$ cat src/hw/rtl/ddfp_pkg.sv
// Package for the delimited decimal frame parser: byte codes, widths,
// operation codes and the default frame buffer size. No dependencies.
package ddfp_pkg;

  localparam int BYTE_W  = 8;
  localparam int VALUE_W = 32;
  localparam int RUN_W   = 31;

  localparam int BUFFER_BYTES_DEF = 16;

  localparam logic [BYTE_W-1:0] BYTE_START = 8'h24;  // '$'
  localparam logic [BYTE_W-1:0] BYTE_END   = 8'h23;  // '#'
  localparam logic [BYTE_W-1:0] BYTE_ZERO  = 8'h30;  // '0'
  localparam logic [BYTE_W-1:0] BYTE_NINE  = 8'h39;  // '9'

  localparam logic OP_BYTE  = 1'b0;
  localparam logic OP_CLEAR = 1'b1;

  localparam logic signed [VALUE_W-1:0] VALUE_NONE = -32'sd1;

endpackage

$ cat src/hw/rtl/ddfp_rx_if.sv
// Input channel of the frame parser: one received byte or a clear request.
// Depends on ddfp_pkg.
interface ddfp_rx_if;
  import ddfp_pkg::*;

  logic              valid;
  logic              ready;
  logic              operation;
  logic [BYTE_W-1:0] rx_data;

  modport source (output valid, operation, rx_data, input ready);
  modport sink   (input valid, operation, rx_data, output ready);
endinterface

$ cat src/hw/rtl/ddfp_res_if.sv
// Result channel of the frame parser: stored value, fresh flag, frame flag.
// Depends on ddfp_pkg.
interface ddfp_res_if;
  import ddfp_pkg::*;

  logic                      valid;
  logic                      ready;
  logic signed [VALUE_W-1:0] current_value;
  logic                      value_fresh;
  logic                      frame_accepted;

  modport source (output valid, current_value, value_fresh, frame_accepted, input ready);
  modport sink   (input valid, current_value, value_fresh, frame_accepted, output ready);
endinterface

$ cat src/hw/rtl/delimited_decimal_frame_parser_top.sv
// Top level of the delimited decimal frame parser.
// Depends on ddfp_pkg, ddfp_rx_if and ddfp_res_if.
//
// Parses frames of the form '$' digits '#' from a byte stream and keeps the
// last decimal value, -1 until a frame is taken or after a clear request.
// Every transfer on rx produces exactly one transfer on res. The frame state and
// the stored value update at the rx transfer, and the result sits in the output
// register the next cycle. rx is ready whenever the output register is empty or
// is being drained in the same cycle, so the block sustains one item per clock
// while res takes each result. The digit update is a shift-add by ten plus a
// 31-bit overflow check; that path sets the clock limit.
module delimited_decimal_frame_parser_top #(
  parameter int BUFFER_BYTES = ddfp_pkg::BUFFER_BYTES_DEF
) (
  input  logic        clk,
  input  logic        rst,
  ddfp_rx_if.sink     rx,
  ddfp_res_if.source  res
);
  import ddfp_pkg::*;

  localparam int LEN_W = $clog2(BUFFER_BYTES);
  localparam logic [LEN_W-1:0] LEN_LAST = LEN_W'(BUFFER_BYTES - 1);

  logic [LEN_W-1:0]          held_length, held_length_next;
  logic [RUN_W-1:0]          running_value, running_value_next;
  logic                      all_digits, all_digits_next;
  logic                      value_overflowed, value_overflowed_next;
  logic signed [VALUE_W-1:0] stored_value, stored_value_next;
  logic                      fresh_flag, fresh_flag_next;
  logic                      accepted_next;
  logic                      frame_accepted;
  logic                      res_valid;
  logic                      take;
  logic                      is_digit;
  logic [RUN_W+3:0]          scaled;

  assign rx.ready = !res_valid || res.ready;
  assign take     = rx.valid && rx.ready;

  assign is_digit = (rx.rx_data >= BYTE_ZERO) && (rx.rx_data <= BYTE_NINE);
  // value * 10 + digit as (v << 3) + (v << 1) + d
  assign scaled = ({1'b0, running_value, 3'b000} + {3'b000, running_value, 1'b0})
                + (RUN_W+4)'(rx.rx_data - BYTE_ZERO);

  always_comb begin
    held_length_next      = held_length;
    running_value_next    = running_value;
    all_digits_next       = all_digits;
    value_overflowed_next = value_overflowed;
    stored_value_next     = stored_value;
    fresh_flag_next       = fresh_flag;
    accepted_next         = 1'b0;

    if (rx.operation == OP_CLEAR) begin
      stored_value_next = VALUE_NONE;
      fresh_flag_next   = 1'b0;
    end else if (rx.rx_data == BYTE_START) begin
      held_length_next      = '0;
      running_value_next    = '0;
      all_digits_next       = 1'b1;
      value_overflowed_next = 1'b0;
    end else if (rx.rx_data == BYTE_END) begin
      if ((held_length != '0) && all_digits && !value_overflowed) begin
        stored_value_next = {1'b0, running_value};
        fresh_flag_next   = 1'b1;
        accepted_next     = 1'b1;
      end
      held_length_next      = '0;
      running_value_next    = '0;
      all_digits_next       = 1'b1;
      value_overflowed_next = 1'b0;
    end else if (held_length < LEN_LAST) begin
      held_length_next = held_length + LEN_W'(1);
      if (!is_digit) begin
        all_digits_next = 1'b0;
      end else if (all_digits && !value_overflowed) begin
        // freeze the value once it would pass 2^31-1
        if (scaled[RUN_W+3:RUN_W] != '0) begin
          value_overflowed_next = 1'b1;
        end else begin
          running_value_next = scaled[RUN_W-1:0];
        end
      end
    end else begin
      // frame full: drop the byte and the frame
      held_length_next      = '0;
      running_value_next    = '0;
      all_digits_next       = 1'b1;
      value_overflowed_next = 1'b0;
    end
  end

  always_ff @(posedge clk) begin
    if (rst) begin
      held_length      <= '0;
      running_value    <= '0;
      all_digits       <= 1'b1;
      value_overflowed <= 1'b0;
      stored_value     <= VALUE_NONE;
      fresh_flag       <= 1'b0;
      res_valid        <= 1'b0;
    end else begin
      if (take) begin
        held_length      <= held_length_next;
        running_value    <= running_value_next;
        all_digits       <= all_digits_next;
        value_overflowed <= value_overflowed_next;
        stored_value     <= stored_value_next;
        fresh_flag       <= fresh_flag_next;
        res_valid        <= 1'b1;
      end else if (res.ready) begin
        res_valid <= 1'b0;
      end
    end
  end

  always_ff @(posedge clk) begin
    if (take) begin
      frame_accepted <= accepted_next;
    end
  end

  // stored value and flag only change on a transfer, so they hold while stalled
  assign res.valid          = res_valid;
  assign res.current_value  = stored_value;
  assign res.value_fresh    = fresh_flag;
  assign res.frame_accepted = frame_accepted;

endmodule

$ cat src/flat_wrapper.sv
// flat-port wrapper written by rule: the top's interface ports become plain ports
module delimited_decimal_frame_parser_top_flat import ddfp_pkg::*;
#(
  parameter int BUFFER_BYTES = ddfp_pkg::BUFFER_BYTES_DEF
)
  (clk, rst, rx_valid, rx_operation, rx_rx_data, rx_ready, res_valid, res_current_value, res_value_fresh, res_frame_accepted, res_ready);
  ddfp_rx_if rx_i ();
  ddfp_res_if res_i ();
  input  logic clk;
  input  logic rst;
  input wire logic [$bits(rx_i.valid)-1:0] rx_valid;
  input wire logic [$bits(rx_i.operation)-1:0] rx_operation;
  input wire logic [$bits(rx_i.rx_data)-1:0] rx_rx_data;
  output wire logic [$bits(rx_i.ready)-1:0] rx_ready;
  output wire logic [$bits(res_i.valid)-1:0] res_valid;
  output wire logic [$bits(res_i.current_value)-1:0] res_current_value;
  output wire logic [$bits(res_i.value_fresh)-1:0] res_value_fresh;
  output wire logic [$bits(res_i.frame_accepted)-1:0] res_frame_accepted;
  input wire logic [$bits(res_i.ready)-1:0] res_ready;
  assign rx_i.valid = rx_valid;
  assign rx_i.operation = rx_operation;
  assign rx_i.rx_data = rx_rx_data;
  assign rx_ready = rx_i.ready;
  assign res_valid = res_i.valid;
  assign res_current_value = res_i.current_value;
  assign res_value_fresh = res_i.value_fresh;
  assign res_frame_accepted = res_i.frame_accepted;
  assign res_i.ready = res_ready;
  delimited_decimal_frame_parser_top #(.BUFFER_BYTES(BUFFER_BYTES)) u_core (.clk(clk), .rst(rst), .rx(rx_i), .res(res_i));
endmodule
$ cat config.mk
export PLATFORM = sky130hd
export DESIGN_NAME = delimited_decimal_frame_parser_top_flat
export DESIGN_NICKNAME = d
export VERILOG_FILES = /design/src/hw/rtl/ddfp_pkg.sv /design/src/hw/rtl/ddfp_rx_if.sv /design/src/hw/rtl/ddfp_res_if.sv /design/src/hw/rtl/delimited_decimal_frame_parser_top.sv /design/src/flat_wrapper.sv
export SDC_FILE = /design/constraint.sdc
export NUM_CORES = 1
export LEC_CHECK = 0
export ABC_AREA = 1
export BUFFER_PORTS_ARGS = -buffer_cell sky130_fd_sc_hd__buf_2
export CAP_MARGIN = 20
export CORE_MARGIN = 1
export CORE_UTILIZATION = 60
export DETAILED_ROUTE_END_ITERATION = 10
export GPL_TIMING_DRIVEN = 0
export PLACE_DENSITY = 0.8
export SLEW_MARGIN = 5
export SYNTH_ARGS = -nofsm -noshare
export SYNTH_HDL_FRONTEND = slang
export SYNTH_SLANG_ARGS = --single-unit
$ cat constraint.sdc
create_clock -name clk -period 6.9 [get_ports clk]
set_input_delay 0.345 -clock clk [delete_from_list [all_inputs] [get_ports clk]]
set_output_delay 0.345 -clock clk [all_outputs]
set_load 0.03 [all_outputs]
# == After elaboration in Yosys (flattened, before gate mapping) ==
# Cells that the tools add are included.
# classes
order_cmp,3
reduce_logical,19
bitwise_logic,2
addsub,4
n_mux,30
eq_ne,8
# op_table
op,count
$mux 31,6
$mux 32,4
$add 34x32->35,1
$add 35x35->35,1
$mux 1,17
$eq 8x6->1 const B,2
$mux 4,3
$ne 4x2->1 const B,3
$reduce_and 5->1,2
$sub 8x6->9 const B,1
$ge 8x6->1 const B,1
$le 8x6->1 const B,1
$reduce_bool 4->1,2
$reduce_bool 2->1,3
$logic_and 1x1->1,5
$add 4x1->4 const B,1
$lt 4x4->1 const B,1
$ne 4x1->1 const B,1
$ne 4x4->1 const B,1
$reduce_and 4->1,1
$reduce_and 3->1,1
$reduce_or 3->1,1
$logic_not 1->1,2
$ne 2x2->1 const B,1
other kinds (3),4
# word_totals
ff_bits,72

# == Depth between registers and ports, before layout ==
# Gate-level depths: netlist (run 1).
# depth
depth_word,9
depth_mapped,24
ltp_nobuf,23

# == Least setup slack after synthesis (run 1) ==
# No wires, ideal clock.
# synth_path
kind,input-to-reg
from,in rx_rx_data[4]
to,reg u_core.running_value[0]
arrival_time_ns,5.254
n_path_buf,1
stages,19
setup_time_ns,0.132
setup_slack_ns,1.514
path_cell_list,ha_1 > nor3_1 > fa_1 > ha_1 > nand2_1 > inv_2 > a21oi_1 > nand2_2 > nand2_1 > nand2_2 > nand2_2 > nand2_1 > nand2_1 > nand2_2 > nor2_4 > nand3_2 > buf_2 > nand3_1 > a21oi_1
# synth_via
elab_chain_len,5
word_cells_on_any_way,14
# synth_lines
item,line,text
from (decl),flat_wrapper.sv:13,input wire logic [$bits(rx_i.rx_data)-1:0] rx_rx_data;
$sub 8x6->9,delimited_decimal_frame_parser_top.sv:44,+ (RUN_W+4)'(rx.rx_data - BYTE_ZERO);
$add 35x35->35,delimited_decimal_frame_parser_top.sv:44,
$reduce_bool 4->1,delimited_decimal_frame_parser_top.sv:79,if (scaled[RUN_W+3:RUN_W] != '0) begin
$ne 4x2->1 (no line),-,
$reduce_and 5->1 (no line),-,
to (signal assigned),delimited_decimal_frame_parser_top.sv:106,running_value <= running_value_next;
to (decl),delimited_decimal_frame_parser_top.sv:26,"logic [RUN_W-1:0] running_value, running_value_next;"
# Parallel ways exist; a longest one is shown, timed or not.
# A chain may end at the register's enable or synchronous reset.

# == Worst setup path after layout (run 1) ==
# layout_path
from,in rx_rx_data[4]
to,reg u_core.running_value[29]
# layout_via
elab_chain_len,8
word_cells_on_any_way,18
# layout_lines
item,line,text
$sub 8x6->9,delimited_decimal_frame_parser_top.sv:44,
$add 35x35->35,delimited_decimal_frame_parser_top.sv:44,
$mux 31,delimited_decimal_frame_parser_top.sv:79,
$mux 31,delimited_decimal_frame_parser_top.sv:77,end else if (all_digits && !value_overflowed) begin
$mux 31,delimited_decimal_frame_parser_top.sv:75,if (!is_digit) begin
$mux 31,delimited_decimal_frame_parser_top.sv:73,end else if (held_length < LEN_LAST) begin
$mux 31,delimited_decimal_frame_parser_top.sv:63,end else if (rx.rx_data == BYTE_END) begin
$mux 31,delimited_decimal_frame_parser_top.sv:58,end else if (rx.rx_data == BYTE_START) begin
# Parallel ways exist; a longest one is shown, timed or not. The select of a mux whose other input is x is not followed.

==> results of run 1 <==
[how the worst min path moves through the flow]
stage          cells after the start  slack [ns]                                 startpoint                                        end
2_1_floorplan                      2        0.44             u_core.all_digits$_SDFFE_PP1P_             u_core.all_digits$_SDFFE_PP1P_
3_3_place_gp                       2        0.43  u_core.res.current_value[31]$_SDFFE_PP1P_  u_core.res.current_value[31]$_SDFFE_PP1P_
3_5_place_dp                       2        0.43  u_core.res.current_value[31]$_SDFFE_PP1P_  u_core.res.current_value[31]$_SDFFE_PP1P_
4_1_cts                            4        0.28                                  res_ready              u_core.res.valid$_SDFFE_PP0P_
5_1_grt                            4        0.30                                  res_ready              u_core.res.valid$_SDFFE_PP0P_
6_report                           4        0.28                                  res_ready              u_core.res.valid$_SDFFE_PP0P_
[tightest hold or removal path: stages]
cell and delay [ns]:
buf_2 0.08, inv_1 0.03, nand2_1 0.07, a21oi_1 0.06
[power groups by stage]
stage	logic (W)	clock network [W]	registers (W)
after floorplan	0.000111	0	0.000472
after global placement	0.000180	0	0.000448
after detailed placement	0.000184	0	0.000449
after global routing	0.000206	0.000325	0.000441
after CTS	0.000186	0.000308	0.000440
final	0.000187	0.000308	0.000440
[cells by family after synthesis]
kind of cell	count (synthesis)	share of synthesized area
AND/OR/NAND/NOR	531	0.381
adder cells (fa/ha/maj)	70	0.178
XOR/XNOR	17	0.0240
AO/OA/AOI/OAI	78	0.0706
buffers and inverters	177	0.113
flip-flops	72	0.234
[stage by stage]
| stage | setup WS [ns] | hold WS, ns |
|---|---|---|
| floorplan | 1.51 | 0.444 |
| global placement | 0.157 | 0.426 |
| detailed placement | 2.51 | 0.432 |
| CTS | 2.87 | 0.278 |
| global route | 2.52 | 0.300 |
| finish | 2.82 | 0.278 |
[state kept, by name, summed over array words and instances, names as in the netlist]
name and cells:
u_core.value_overflowed 1, u_core.res.current_value 32, u_core.running_value 31, u_core.all_digits 1, u_core.res.frame_accepted 1, u_core.res.valid 1
u_core.res.value_fresh 1, u_core.held_length 4
[Yosys cell counts]
master    count
nand4_4       1
o32ai_1       1
nand2_1     272
nand2_4       1
nor2_2        2
nand3_1     134
buf_2         4
o21ai_1       1
nand4_1       6
nor2_4        1
nor3_2        2
fa_1         30
a221oi_1      1
nand2_2      12
buf_6         3
a21o_1        1
o21ai_0       4
edfxtp_1      1
nand3b_1      9
clkbuf_1     23
nor3_1       12
buf_4         2
a21oi_1      56
inv_2         8
a21oi_2       1
or2_1         1
buf_1         1
nor4_1       15
dfxtp_1      71
xor2_1        3
xnor2_1      14
nand3_2       3
o211ai_1      8
inv_1       135
o21ai_2       1
nor2_1       60
clkinv_1      1
ha_1         40
o21bai_1      4
[routing by layer]
metal	GRT usage	up-vias	share of wire
li1	-	3147	-
met1	0.431	2742	0.47
met2	0.485	176	0.43
met3	0.0384	27	0.067
met4	0.121	0	0.024
met5	0	-	0
[layout make-up]
class	count	area, um^2
Multi-Input combinational cell	696	4060
Fill cell	913	3090
Sequential cell	72	1450
Inverter	144	541
Timing Repair Buffer	49	258
Clock buffer	13	169
Tap cell	133	166
Buffer	33	159
Clock inverter	3	15.0
==> impl_metrics.tcl, run 1 <==
set metrics [dict create \
    grt_setup_unrepaired "no" \
    clkPwrFrac 0.329 \
    critPathMaxStageDelay_ns 0.75 \
    finalCritPeriodShare 0.591 \
    cpLargestDelayFamily "simple AND/OR/NAND/NOR gates" \
    start_kind "input pin" \
    peakVddDrop_v 0.000120 \
    fin_setup_tns_ns 0 \
    die_h_um 104 \
    power_w 0.000934 \
    hold_viol 0 \
    root_buffer "clkbuf_8" \
    max_freq_mhz 245 \
    cts_resized 0 \
    share_seq_of_total_power 0.471 \
    final_cells 1143 \
    critical_path_buf_inv_count 5 \
    relSlewSlack 0.401 \
    via_per_inst 5.33 \
    ys_ff_latch 72 \
    synth_top_area_cell "dfxtp_1" \
    min_period_ns 4.08 \
    design_area_mm2 0.00682 \
    cts-htree-levels 3 \
    p_leak_nw 3.53 \
    reg2reg_from "u_core.running_value[6]$_SDFFE_PP0P_" \
    ys_seq_area_frac 0.234 \
    core_area_mm2 0.00991 \
    crit_arrival_ns 4.36 \
    cts_hold_buffers 0 \
    die_w_um 104 \
    totalWireLength_um 15800 \
    maxCapViolations 0 \
    postRouteAntennaNets 0 \
    firstDrtPassIters 5 \
    antenna_cells 0 \
    crit_fanout 11 \
    synthesis.area_mm2 0.00620 \
    grt_pass1_vias 5667 \
    path_class "input pin to flip-flop" \
    reg2reg_depth 20 \
    portBuffers 47 \
    crit_top_cell "nand2_1" \
    r2r_slack_ns 3.66 \
    syn_avg_cell_area_um2 6.56 \
    final_cell_mix "nand2_1, inv_1, nand3_1, dfxtp_1, nor2_1" \
    clock_sinks 72 \
    cpMaxStageDelayCell "nor3_2" \
    gp_congestion 0.947 \
    synth_top_area_share 0.229 \
    p_sw_w 0.000283 \
    grt_use_total 0.308 \
    std_cell_rows 36 \
    dp_hpwl_um 13100 \
    nets 1088 \
    crit_end "u_core.running_value[29]$_SDFFE_PP0P_" \
    hold_class "input pin to flip-flop" \
    cp.required_ns 7.18 \
    final_core_util 0.688 \
    grt_first_pass_wirelength_um 26400 \
    cts_tree "done" \
    critical_path.startpoint "rx_rx_data[4]" \
    drt_iter0_markers 495 \
    endpoint_kind "flip-flop" \
    start_util 0.626 \
    drc_errors 0 \
    setup_viol 0 \
    insertion_delay_ns 0.36 \
    areaGrowthSynthToFinish_pct 9.89 \
    crit_cells 21 \
    place_inst 1127 \
    wl_per_cell_um 13.8 \
    cp_cell_sequence "buf_2, ha_1, nor3_2, buf_6, buf_6, fa_1, ha_1, a21oi_1, nand2_1, nand2_1, nand2_1, a21oi_1, nand2_1, nand2_1, nand2_1, nand2_1, inv_2, nand3_2, buf_2, nand3_1, a21oi_1" \
    place_area_mm2 0.00663 \
    ios 49 \
    p_int_w 0.000652 \
    antenna_found_initial 0 \
    grt_max_degree 12 \
    p_sw_frac 0.302 \
    route.vias.total 6092 \
    comb_power_share 0.200 \
    design.die.area_mm2 0.0107 \
    synth_cell_types 39 \
    tightest_slew_ns 0.894 \
    slew_violations 0 \
    path_clk_slew_ns 0.07 \
    cts_buffers 9 \
    syn_nets 1028 \
    outcome "finished clean" \
    drive_gt1_frac 0.105 \
    synth_area_leaders "dfxtp_1, nand2_1, nand3_1" \
    grt_overflow_total 0 \
    final_common_cell "nand2_1" \
    powerDensity_mw_per_mm2 137 \
    finClkSkew_ns 0.00844 \
    syn_inst 945 \
    clockBufferDepth 2 \
    cts_setup_buffers 0 \
    yosysWarnings 0 \
    r2r-end "u_core.running_value[29]$_SDFFE_PP0P_" \
]
Power figures use the tool's default switching activity.
==> run 2: changes to the inputs <==
clock period = 3.9 ns   (was 6.9 ns; I/O delays follow)
==> run 2 against run 1 <==
Clock power up 78%; die area unchanged; cell area up 1.2%.
==> impl_metrics.tcl, run 2 (synthesized netlist as in run 1, its figures left out) <==
set metrics [dict create \
    clockBufferDepth 2 \
    root_buffer "clkbuf_8" \
    tightest_slew_ns 0.684 \
    hold_viol 0 \
    cpMaxStageDelayCell "fa_1" \
    min_period_ns 3.40 \
    core_area_mm2 0.00991 \
    die_h_um 104 \
    nets 1096 \
    gp_congestion 0.939 \
    grt_max_degree 18 \
    antenna_found_initial 0 \
    grt_overflow_total 0 \
    relSlewSlack 0.542 \
    cts_resized 0 \
    drt_iter0_markers 516 \
    drc_errors 0 \
    final_cell_mix "nand2_1, inv_1, nand3_1, dfxtp_1, nor2_1" \
    clock_sinks 72 \
    dp_hpwl_um 13100 \
    powerDensity_mw_per_mm2 242 \
    via_per_inst 5.34 \
    cp_cell_sequence "buf_2, ha_1, nor3_4, buf_12, buf_8, fa_1, ha_1, nand2_2, inv_1, nand2_1, nand2_1, a21oi_1, nand2_2, nand2_2, nand2_1, nand2_1, nand2_2, nor2_4, nand3_2, buf_2, nand3_1, a21oi_1" \
    firstDrtPassIters 6 \
    outcome "finished clean" \
    endpoint_kind "flip-flop" \
    final_common_cell "nand2_1" \
    critical_path_buf_inv_count 5 \
    grt_pass1_vias 5585 \
    setup_slack_ns 0.496 \
    die_w_um 104 \
    postRouteAntennaNets 0 \
    ios 49 \
    cts_buffers 9 \
    crit_fanout 17 \
    path_class "input pin to flip-flop" \
    finClkSkew_ns 0.0137 \
    portBuffers 47 \
    r2r_slack_ns 0.64 \
    largest_reg_flops 32 \
    power_w 0.00167 \
    finalCritPeriodShare 0.873 \
    hold_class "input pin to flip-flop" \
    grt_use_total 0.308 \
    crit_cells 22 \
    wl_per_cell_um 13.9 \
    slew_violations 0 \
    cp.required_ns 4.11 \
    design.die.area_mm2 0.0107 \
    hold_path_depth 4 \
    cts_tree "done" \
    areaGrowthSynthToFinish_pct 11.2 \
    start_util 0.626 \
    cts-htree-levels 3 \
    maxCapViolations 0 \
    route.vias.total 6146 \
    reg2reg_depth 20 \
    max_freq_mhz 294 \
    cts_hold_buffers 0 \
    setup_viol 0 \
    grt_first_pass_wirelength_um 26400 \
    drive_gt1_frac 0.112 \
    crit_arrival_ns 3.62 \
    p_leak_nw 3.58 \
    path_clk_slew_ns 0.08 \
    insertion_delay_ns 0.35 \
    cpLargestDelayFamily "simple AND/OR/NAND/NOR gates" \
    grt_setup_unrepaired "no" \
    dp_slack_ns -0.139 \
    start_kind "input pin" \
    totalWireLength_um 16000 \
    peakVddDrop_v 0.000193 \
    critPathMaxStageDelay_ns 0.47 \
    std_cell_rows 36 \
    antenna_cells 0 \
]
## run 2: worst paths after layout
check                                                 start                                         to
setup / recovery                              rx_rx_data[4]      u_core.running_value[25]$_SDFFE_PP0P_
hold / removal                                    res_ready              u_core.res.valid$_SDFFE_PP0P_
hold reg to reg   u_core.res.current_value[31]$_SDFFE_PP1P_  u_core.res.current_value[31]$_SDFFE_PP1P_
setup reg to reg       u_core.running_value[6]$_SDFFE_PP0P_      u_core.running_value[25]$_SDFFE_PP0P_
## run 2: routing by layer
layer  track usage  wire (um)  vias up
met2         0.490       7060      216
met5             0          0        -
met1         0.437       7550     2745
met3        0.0289       1070       27
met4         0.106        365        0
li1              -          -     3158
## run 2: power by group
| part | switching (W) | leakage (nW) | total (W) | internal (W) |
|---|---|---|---|---|
| logic | 0.000223 | 2.89 | 0.000341 | 0.000118 |
| clock network | 0.000267 | 0.0992 | 0.000547 | 0.000280 |
| registers | 0.0000153 | 0.589 | 0.000778 | 0.000762 |
## run 2: final cells by class
class | count | area (um^2)
fillers | 905 | 3020
well taps | 133 | 166
multi-input cells | 696 | 4060
repair buffers | 57 | 330
clock inverters | 3 | 15.0
flip-flops and latches | 72 | 1450
inverters | 144 | 541
plain buffers | 33 | 159
clock buffers | 13 | 169
## run 2: what timing repair did
item / 4_1_cts / 5_1_grt
setup buffers: 0 / 9
setup endpoints to repair: 0 / 11
hold endpoints to repair: 0 / 0
## run 2: tightest hold or removal path, cell delays in order
cell     delay [ns]
buf_2          0.07
inv_1          0.03
nand2_1        0.08
a21oi_1        0.07
## run 2: per-stage QoR
step	TNS [ns]	instance area [um^2]	hold slack, ns	cells	util
3_5_place_dp	-3.37	6630	0.430	1126	0.669
2_1_floorplan	0	6210	0.380	945	-
3_3_place_gp	-15.40	6620	0.427	1125	0.668
5_1_grt	0	6890	0.139	1151	0.696
6_report	0	6890	0.131	1151	0.696
4_1_cts	0	6810	0.129	1142	0.688
==> run 3: changes to the inputs <==
RECOVER_POWER = 25   (was default)
==> run 3 against run 2 <==
Hold slack better by 0.00087 ns; cell count unchanged; global-route usage unchanged; sequential power about the same; die area unchanged; clock skew up 0.0010 ns; flip-flop and latch count unchanged; clock power about the same; fmax up 0.20%; register-to-register slack about the same; count of clock-buffer cells in the layout unchanged; combinational power down 1%; critical endpoint unchanged; highest routed layer unchanged.
==> impl_metrics.tcl, run 3 (synthesized netlist as in run 1, its figures left out) <==
set metrics [dict create \
    antenna_found_initial 0 \
    fillers 903 \
    min_period_ns 3.40 \
    core_area_mm2 0.00991 \
    peakVddDrop_v 0.000192 \
    ios 49 \
    cts-htree-levels 3 \
    finalCritPeriodShare 0.871 \
    die_w_um 104 \
    reg2reg_from "u_core.running_value[6]$_SDFFE_PP0P_" \
    totalWireLength_um 16100 \
    clock_sinks 72 \
    gp_congestion 0.939 \
    largest_reg_flops 32 \
    start_util 0.626 \
    clockBufferDepth 2 \
    crit_arrival_ns 3.61 \
    insertion_delay_ns 0.35 \
    p_leak_nw 3.53 \
    critPathMaxStageDelay_ns 0.47 \
    powerDensity_mw_per_mm2 242 \
    drive_gt1_frac 0.0864 \
    finClkSkew_ns 0.0147 \
    drt_iter0_markers 510 \
    crit_fanout 17 \
    std_cell_rows 36 \
    cts_buffers 9 \
    tightest_slew_ns 0.670 \
    design.die.area_mm2 0.0107 \
    cts_tree "done" \
    hp-start "res_ready" \
    crit_end "u_core.running_value[25]$_SDFFE_PP0P_" \
    reg2reg_depth 20 \
    cp_cell_sequence "buf_2, ha_1, nor3_4, buf_12, buf_8, fa_1, ha_1, nand2_2, inv_1, nand2_1, nand2_1, a21oi_1, nand2_2, nand2_2, nand2_1, nand2_1, nand2_2, nor2_4, nand3_2, buf_2, nand3_1, a21oi_1" \
    cp.required_ns 4.11 \
    fin_setup_tns_ns 0 \
    path_clk_slew_ns 0.08 \
    dp_hpwl_um 13100 \
    start_kind "input pin" \
    firstDrtPassIters 5 \
    grt_pass1_vias 5585 \
    crit_cells 22 \
    endpoint_kind "flip-flop" \
    outcome "finished clean" \
    critical_path.startpoint "rx_rx_data[4]" \
    place_inst 1126 \
    grt_overflow_total 0 \
    wl_per_cell_um 14.0 \
    areaGrowthSynthToFinish_pct 10.6 \
    relSlewSlack 0.552 \
    critical_path_buf_inv_count 5 \
    final_core_util 0.692 \
    design_area_mm2 0.00686 \
    nets 1096 \
    final_common_cell "nand2_1" \
    power_w 0.00166 \
    path_class "input pin to flip-flop" \
    route.vias.total 6151 \
    setup_viol 0 \
    cts_resized 0 \
    drc_errors 0 \
    grt_use_total 0.308 \
    slew_violations 0 \
    grt_first_pass_wirelength_um 26400 \
    grt_setup_unrepaired "no" \
    grt_max_degree 18 \
    max_freq_mhz 294 \
    r2r_slack_ns 0.64 \
    cpLargestDelayFamily "simple AND/OR/NAND/NOR gates" \
    die_h_um 104 \
    hold_class "input pin to flip-flop" \
    postRouteAntennaNets 0 \
    maxCapViolations 0 \
    cpMaxStageDelayCell "fa_1" \
    place_area_mm2 0.00663 \
    antenna_cells 0 \
    final_cells 1151 \
    hold_viol 0 \
    via_per_inst 5.34 \
    final_cell_mix "nand2_1, inv_1, nand3_1, dfxtp_1, nor2_1" \
    portBuffers 47 \
    r2r-end "u_core.running_value[25]$_SDFFE_PP0P_" \
    root_buffer "clkbuf_8" \
]
==> run 3: changes by cell type in the layout (fill, tap and decap cells not counted), sizes merged <==
cell | previous run | this run
buf | 67 | 41
clkbuf | 36 | 62
==> run 3: area by class of cell <==
cell class	count	area, um^2	share of cell area
timing repair buffer	57	298	0.0434
multi-input combinational	696	4060	0.592
clock buffer	13	169	0.0246
sequential	72	1450	0.212
inverter	144	541	0.0788
tap	133	166	0.0243
buffer	33	159	0.0232
clock inverter	3	15.0	0.00219
==> run 3: timing repair <==
| item | 4_1_cts | 5_1_grt |
|---|---|---|
| endpoints found under the hold margin | 0 | 0 |
| hold buffers | 0 | 0 |
| buffers inserted | 0 | 9 |
| endpoints found under the setup margin | 0 | 11 |
==> run 3: worst reg2reg max path, cell delays in order, from the launching register on <==
cell	delay, ns
dfxtp_1	0.42
inv_1	0.12
fa_1	0.52
inv_1	0.05
ha_1	0.34
nand2_1	0.16
inv_1	0.06
a21oi_1	0.13
nand2_1	0.14
nand2_1	0.11
nand2_2	0.09
nand2_1	0.10
nand2_1	0.05
nand2_1	0.05
nand2_1	0.06
nand2_1	0.12
inv_2	0.07
nand3_2	0.09
buf_2	0.22
nand3_1	0.11
a21oi_1	0.17
==> run 3: metrics by stage <==
step / setup slack, ns / hold slack (ns)
2_1_floorplan: 0.250 / 0.380
3_3_place_gp: -0.531 / 0.427
3_5_place_dp: -0.139 / 0.430
4_1_cts: 0.201 / 0.129
5_1_grt: 0.320 / 0.139
6_report: 0.503 / 0.132
==> run 3: layer usage <==
| layer | GRT usage | share of wire | vias up |
|---|---|---|---|
| met3 | 0.0289 | 0.066 | 25 |
| met2 | 0.490 | 0.44 | 199 |
| met5 | 0 | 0 | - |
| li1 | - | - | 3157 |
| met1 | 0.437 | 0.47 | 2770 |
| met4 | 0.106 | 0.021 | 0 |
==> run 3: how the worst min path moves through the flow <==
| stage | endpoint | depth (start not counted) |
|---|---|---|
| floorplan | u_core.res.frame_accepted$_SDFFCE_PP0P_ | 1 |
| global placement | u_core.res.current_value[31]$_SDFFE_PP1P_ | 2 |
| detailed placement | u_core.res.current_value[31]$_SDFFE_PP1P_ | 2 |
| CTS | u_core.res.valid$_SDFFE_PP0P_ | 4 |
| global route | u_core.res.valid$_SDFFE_PP0P_ | 4 |
| finish | u_core.res.valid$_SDFFE_PP0P_ | 4 |
==> run 3: report_power, final <==
part / leakage, nW / switching, W / internal (W) / total, W
Clock: 0.0992 / 0.000266 / 0.000280 / 0.000546
Combinational: 2.84 / 0.000223 / 0.000113 / 0.000337
Sequential: 0.589 / 0.0000158 / 0.000762 / 0.000778
Total: 3.53 / 0.000505 / 0.00116 / 0.00166
